--- config.mk ---
export PLATFORM = sky130hd
export DESIGN_NAME = e2q_cell
export DESIGN_NICKNAME = d
export VERILOG_FILES = /design/src/design/e2q_pkg.sv /design/src/design/e2q_cell.sv
export SDC_FILE = /design/constraint.sdc
export NUM_CORES = 2
export LEC_CHECK = 0
export ABC_AREA = 1
export BUFFER_PORTS_ARGS = -buffer_cell sky130_fd_sc_hd__buf_2
export CELL_PAD_IN_SITES_DETAIL_PLACEMENT = 1
export CELL_PAD_IN_SITES_GLOBAL_PLACEMENT = 2
export CORE_UTILIZATION = 35
export CTS_BUF_LIST = sky130_fd_sc_hd__clkbuf_2
export CTS_CLUSTER_SIZE = 10
export DETAILED_ROUTE_END_ITERATION = 8
export HOLD_SLACK_MARGIN = 0.02
export PLACE_DENSITY_LB_ADDON = 0.1
export SYNTH_ARGS = -nofsm -noshare
export SYNTH_HDL_FRONTEND = slang
export SYNTH_SLANG_ARGS = --single-unit
--- constraint.sdc ---
create_clock -name clk -period 16.9 [get_ports clk]
set_input_delay 5.07 -clock clk [delete_from_list [all_inputs] [get_ports clk]]
set_output_delay 5.07 -clock clk [all_outputs]
set_load 0.005 [all_outputs]
--- src/design/e2q_pkg.sv ---
// package with constants, types and helpers for the euler to quaternion block
package e2q_pkg;

    localparam int CORDIC_STAGES = 24;
    localparam int PH_W = 32;
    localparam int CW = 34;                 // cordic x/y datapath width
    localparam int MUL_STAGES = 4;          // pipeline stages behind the cordic
    localparam int LAT = CORDIC_STAGES + 2 + MUL_STAGES;
    localparam logic signed [CW-1:0] CORDIC_GAIN = CW'(652032875);
    localparam logic signed [33:0] ONE_Q30 = 34'sd1073741824;

    typedef struct packed {
        logic signed [CW-1:0] x;
        logic signed [CW-1:0] y;
        logic signed [PH_W-1:0] z;
        logic flip;
    } cordic_lane_t;

    typedef struct packed {
        cordic_lane_t p;
        cordic_lane_t ya;
        cordic_lane_t r;
    } cordic_cell_t;

    function automatic logic signed [PH_W-1:0] atan_turn(input int idx);
        logic signed [PH_W-1:0] v;
        begin
            case (idx)
                0: v = 32'sd536870912;
                1: v = 32'sd316933405;
                2: v = 32'sd167458907;
                3: v = 32'sd85004756;
                4: v = 32'sd42667331;
                5: v = 32'sd21354465;
                6: v = 32'sd10680862;
                7: v = 32'sd5340245;
                8: v = 32'sd2670163;
                9: v = 32'sd1335087;
                10: v = 32'sd667544;
                11: v = 32'sd333772;
                12: v = 32'sd166886;
                13: v = 32'sd83443;
                14: v = 32'sd41721;
                15: v = 32'sd20860;
                16: v = 32'sd10430;
                17: v = 32'sd5215;
                18: v = 32'sd2607;
                19: v = 32'sd1303;
                20: v = 32'sd651;
                21: v = 32'sd325;
                22: v = 32'sd162;
                23: v = 32'sd81;
                24: v = 32'sd40;
                25: v = 32'sd20;
                26: v = 32'sd10;
                27: v = 32'sd5;
                28: v = 32'sd2;
                29: v = 32'sd1;
                default: v = '0;
            endcase
            return v;
        end
    endfunction

    // product of two q1.30 values rounded to q1.30
    function automatic logic signed [CW-1:0] mul_q30(input logic signed [CW-1:0] a,
                                                     input logic signed [CW-1:0] b);
        logic signed [2*CW-1:0] p;
        begin
            p = a * b + (2*CW)'(64'sd536870912);
            return CW'(p >>> 30);
        end
    endfunction

    function automatic logic [31:0] sat_q30(input logic signed [CW-1:0] v);
        logic signed [CW-1:0] r;
        begin
            if (v > CW'(ONE_Q30))
                r = CW'(ONE_Q30);
            else if (v < -CW'(ONE_Q30))
                r = -CW'(ONE_Q30);
            else
                r = v;
            return r[31:0];
        end
    endfunction

endpackage

--- src/design/e2q_cell.sv ---
// one cordic rotation cell for the three angle lanes
module e2q_cell (
    input  logic                  clk,
    input  logic                  en,
    input  logic [4:0]            idx,
    input  e2q_pkg::cordic_cell_t din,
    output e2q_pkg::cordic_cell_t dout_reg
);
    e2q_pkg::cordic_cell_t dout_next;
    logic signed [31:0] at;

    function automatic e2q_pkg::cordic_lane_t rot(input e2q_pkg::cordic_lane_t l,
                                                  input logic [4:0] s,
                                                  input logic signed [31:0] a);
        e2q_pkg::cordic_lane_t o;
        begin
            o = l;
            if (!l.z[31])
            begin
                o.x = l.x - (l.y >>> s);
                o.y = l.y + (l.x >>> s);
                o.z = l.z - a;
            end
            else
            begin
                o.x = l.x + (l.y >>> s);
                o.y = l.y - (l.x >>> s);
                o.z = l.z + a;
            end
            return o;
        end
    endfunction

    always_comb
    begin
        at = e2q_pkg::atan_turn(int'(idx));
        dout_next.p  = rot(din.p, idx, at);
        dout_next.ya = rot(din.ya, idx, at);
        dout_next.r  = rot(din.r, idx, at);
    end

    always_ff @(posedge clk)
    begin
        if (en)
            dout_reg <= dout_next;
    end
endmodule

==> flow_metrics.env <==
export IMPL_outcome="completed"
export IMPL_finalNonFillerCells=9202
export IMPL_ctsHoldBuffers=0
export IMPL_rsz0062_at_grt="no"
export IMPL_crit_path_frequent_cell="nand2_1"
export IMPL_p_int_mw=2.114
export IMPL_num_rows=129
export IMPL_clockRootBuffer="clkbuf_2"
export IMPL_holdCritPathClass="in2reg"
export IMPL_syn_area_mm2=0.04356
export IMPL_highest_layer="met5"
export IMPL_yosysSeqAreaShare_pct=20.89
export IMPL_max_slew_margin_rel_pct=20.99
export IMPL_crit_fanout=106
export IMPL_gp_congestion=0.9600
export IMPL_fillerInstances=16890
export IMPL_final_net_count=8117
export IMPL_ir_drop_uv=68.54
export IMPL_slew_violations=0
export IMPL_yosys_warnings=0
export IMPL_largest_reg_flops=303
export IMPL_start_util_pct=35.23
export IMPL_cts_repair_resized=0
export IMPL_final_common_cell="nand2_1"
export IMPL_dp_final_hpwl_um=169300
export IMPL_synth_seq_cells=303
export IMPL_critPathKind="in2reg"
export IMPL_crit_required_ns=18.06
export IMPL_drt_met1_wl_um=92450
export IMPL_place_inst=9043
export IMPL_portBuffers=612
export IMPL_synth_nets=7643
export IMPL_via_count=50180
export IMPL_max_stage_delay_ns=0.85
export IMPL_grt_start_max_net_pins=120
export IMPL_start_kind="primary input"
export IMPL_routedWlPerCell_um=22.34
export IMPL_wl_um=205600
export IMPL_p_comb_share_pct=56.6
export IMPL_mostFrequentLayoutCells="nand2_1, nand3_1, buf_2, inv_1, nor2_1"
export IMPL_antenna_found_initial=10
export IMPL_drt_pass1_iterations=5
export IMPL_htreeDepth=3
export IMPL_pwr_share_seq_pct=28.9
export IMPL_ys_types=58
export IMPL_cts_path_max_buffers=3
export IMPL_setup_viol=0
export IMPL_grt_pass1_vias=50270
export IMPL_max_clock_freq_ghz=0.09526
export IMPL_clk_pin_slew_ns=0.11
export IMPL_cts_setup_buffers=0
export IMPL_grt_pass1_wl_um=305600
export IMPL_drt_initial_drc_count=3532
export IMPL_powerDensity_mw_per_mm2=83.86
export IMPL_layout_drive_gt1_share_pct=12.21
export IMPL_cp_arrival_ns=11.66
export IMPL_vias_per_cell=5.453
export IMPL_swShare_pct=47.84
export IMPL_ant_nets=0
export IMPL_worst_path_max_delay_cell="buf_4"
export IMPL_finalHoldViolations=0
export IMPL_cts_buffers_inserted=85
export IMPL_fp_dieW_um=354.8
export IMPL_grt_remaining_overflow=0
export IMPL_synthCells=7019
export IMPL_cp_end_kind="flop"
export IMPL_holdCritStartpoint="din[0]"
export IMPL_syn_area_per_cell_um2=6.206
export IMPL_tritoncts="done"
export IMPL_drc_errors=0
export IMPL_worst_pin_slew_ns=1.185
export IMPL_crit_start="idx[1]"
export IMPL_track_usage_pct=31.63
export IMPL_final_setup_tns_ns=0
export IMPL_endpoint="dout_reg[192]$_DFFE_PP_"
export IMPL_clkPwrFrac_pct=14.5
export IMPL_io_pins=613
export IMPL_period_minus_slack_ns=10.50
export IMPL_area_growth_pct=10.96
export IMPL_met3_wirelength_um=8207
export IMPL_p_leak_nw=24.46
export IMPL_max_cap_violations=0
export IMPL_clock_sinks=303
export IMPL_netSwitchingPower_mw=1.939
export IMPL_dr_wl_met2_um=98090
export IMPL_die_h_um=354.8
export IMPL_die_area_mm2=0.1259
export IMPL_core_mm2=0.1236
export IMPL_finalCritPeriodShare_pct=62.12
==> worst max-delay path: cells and delay by family <==
kind	cells	cell delay (ns)
AO/OA/AOI/OAI	7	1.86
XOR/XNOR	2	0.35
adder cells (fa/ha/maj)	2	0.53
buffers and inverters	8	2.21
AND/OR/NAND/NOR	11	1.46
==> layout make-up <==
| cell class | count | area, um2 | share of cell area, % |
|---|---|---|---|
| timing repair buffer | 639 | 3299 | 6.827 |
| tap | 1637 | 2048 | 4.238 |
| inverter | 637 | 2411 | 4.989 |
| multi-input combinational | 5827 | 30670 | 63.47 |
| sequential | 303 | 9099 | 18.83 |
| antenna | 4 | 10.01 | 0.02071 |
| clock buffer | 124 | 620.6 | 1.284 |
| clock inverter | 31 | 168.9 | 0.3495 |
==> power groups by stage <==
stage                     registers [mW]  clock network (mW)  logic (mW)
final                               1.17               0.586        2.29
after detailed placement            1.19                   0        2.27
after CTS                           1.18               0.623        2.29
after floorplan                     1.21                   0        1.41
after global routing                1.19               0.645        2.53
after global placement              1.18                   0        2.26
==> through the flow <==
stage               util, %  power, mW  hold slack (ns)  setup WS, ns  instance area [um2]
finish                39.09      4.053            3.852         6.402                48330
global route          39.09      4.366            3.751         5.867                48330
CTS                   39.08      4.089            3.635         6.690                48320
detailed placement    38.44      3.463            5.250         5.033                47530
global placement      38.44      3.444            5.254         5.135                47530
floorplan                 -      2.625            5.169         7.761                43560
==> layer usage <==
metal  vias up  global-route usage (%)
met3       250                   2.810
li1      24430                       -
met1     24280                   41.44
met4         2                   11.02
met5         -                       0
met2      1216                   54.15
==> worst min-delay path by stage <==
stage,to,cells past startpoint,slack [ns]
global route,dout_reg[0]$_DFFE_PP_,1,3.75
floorplan,dout_reg[0]$_DFFE_PP_,0,5.17
finish,dout_reg[0]$_DFFE_PP_,1,3.85
CTS,dout_reg[0]$_DFFE_PP_,1,3.63
global placement,dout_reg[101]$_DFFE_PP_,1,5.25
detailed placement,dout_reg[101]$_DFFE_PP_,1,5.25
==> cell usage after synthesis, drive strengths merged <==
cell type	count	area (um2)
inv	632	2375
ha	305	3816
a221oi	3	32.53
a21boi	28	210.2
xor2	289	2531
o2111ai	10	93.84
a21oi	381	1937
or2	7	43.79
a31oi	65	421.7
o211ai	26	200.2
a211oi	9	67.56
buf	193	1207
o22ai	3	18.77
edfxtp	303	9099
a22o	1	8.760
o21a	35	262.8
o221ai	4	41.29
and3	3	18.77
nand4	60	375.4
a21o	25	187.7
xnor2	131	1147
nand3	1118	5658
fa	9	180.2
nand3b	21	157.7
nand2	2362	8924
clkbuf	59	221.5
a32oi	1	16.27
o31ai	12	90.09
o21ai	329	1677
clkinv	5	18.77
and2	2	12.51
o21bai	4	30.03
nor3	45	277.8
a2111oi	8	70.07
nor4	5	31.28
nor2	526	2097
==> kinds of logic after synthesis <==
logic type	Yosys count	share of synthesized area, %
AND/OR/NAND/NOR	4149	40.40
adder cells (fa/ha/maj)	314	9.175
XOR/XNOR	420	8.445
flip-flops	303	20.89
buffers and inverters	889	8.776
AO/OA/AOI/OAI	944	12.32
Note: power is estimated with default switching activity, not from simulation.
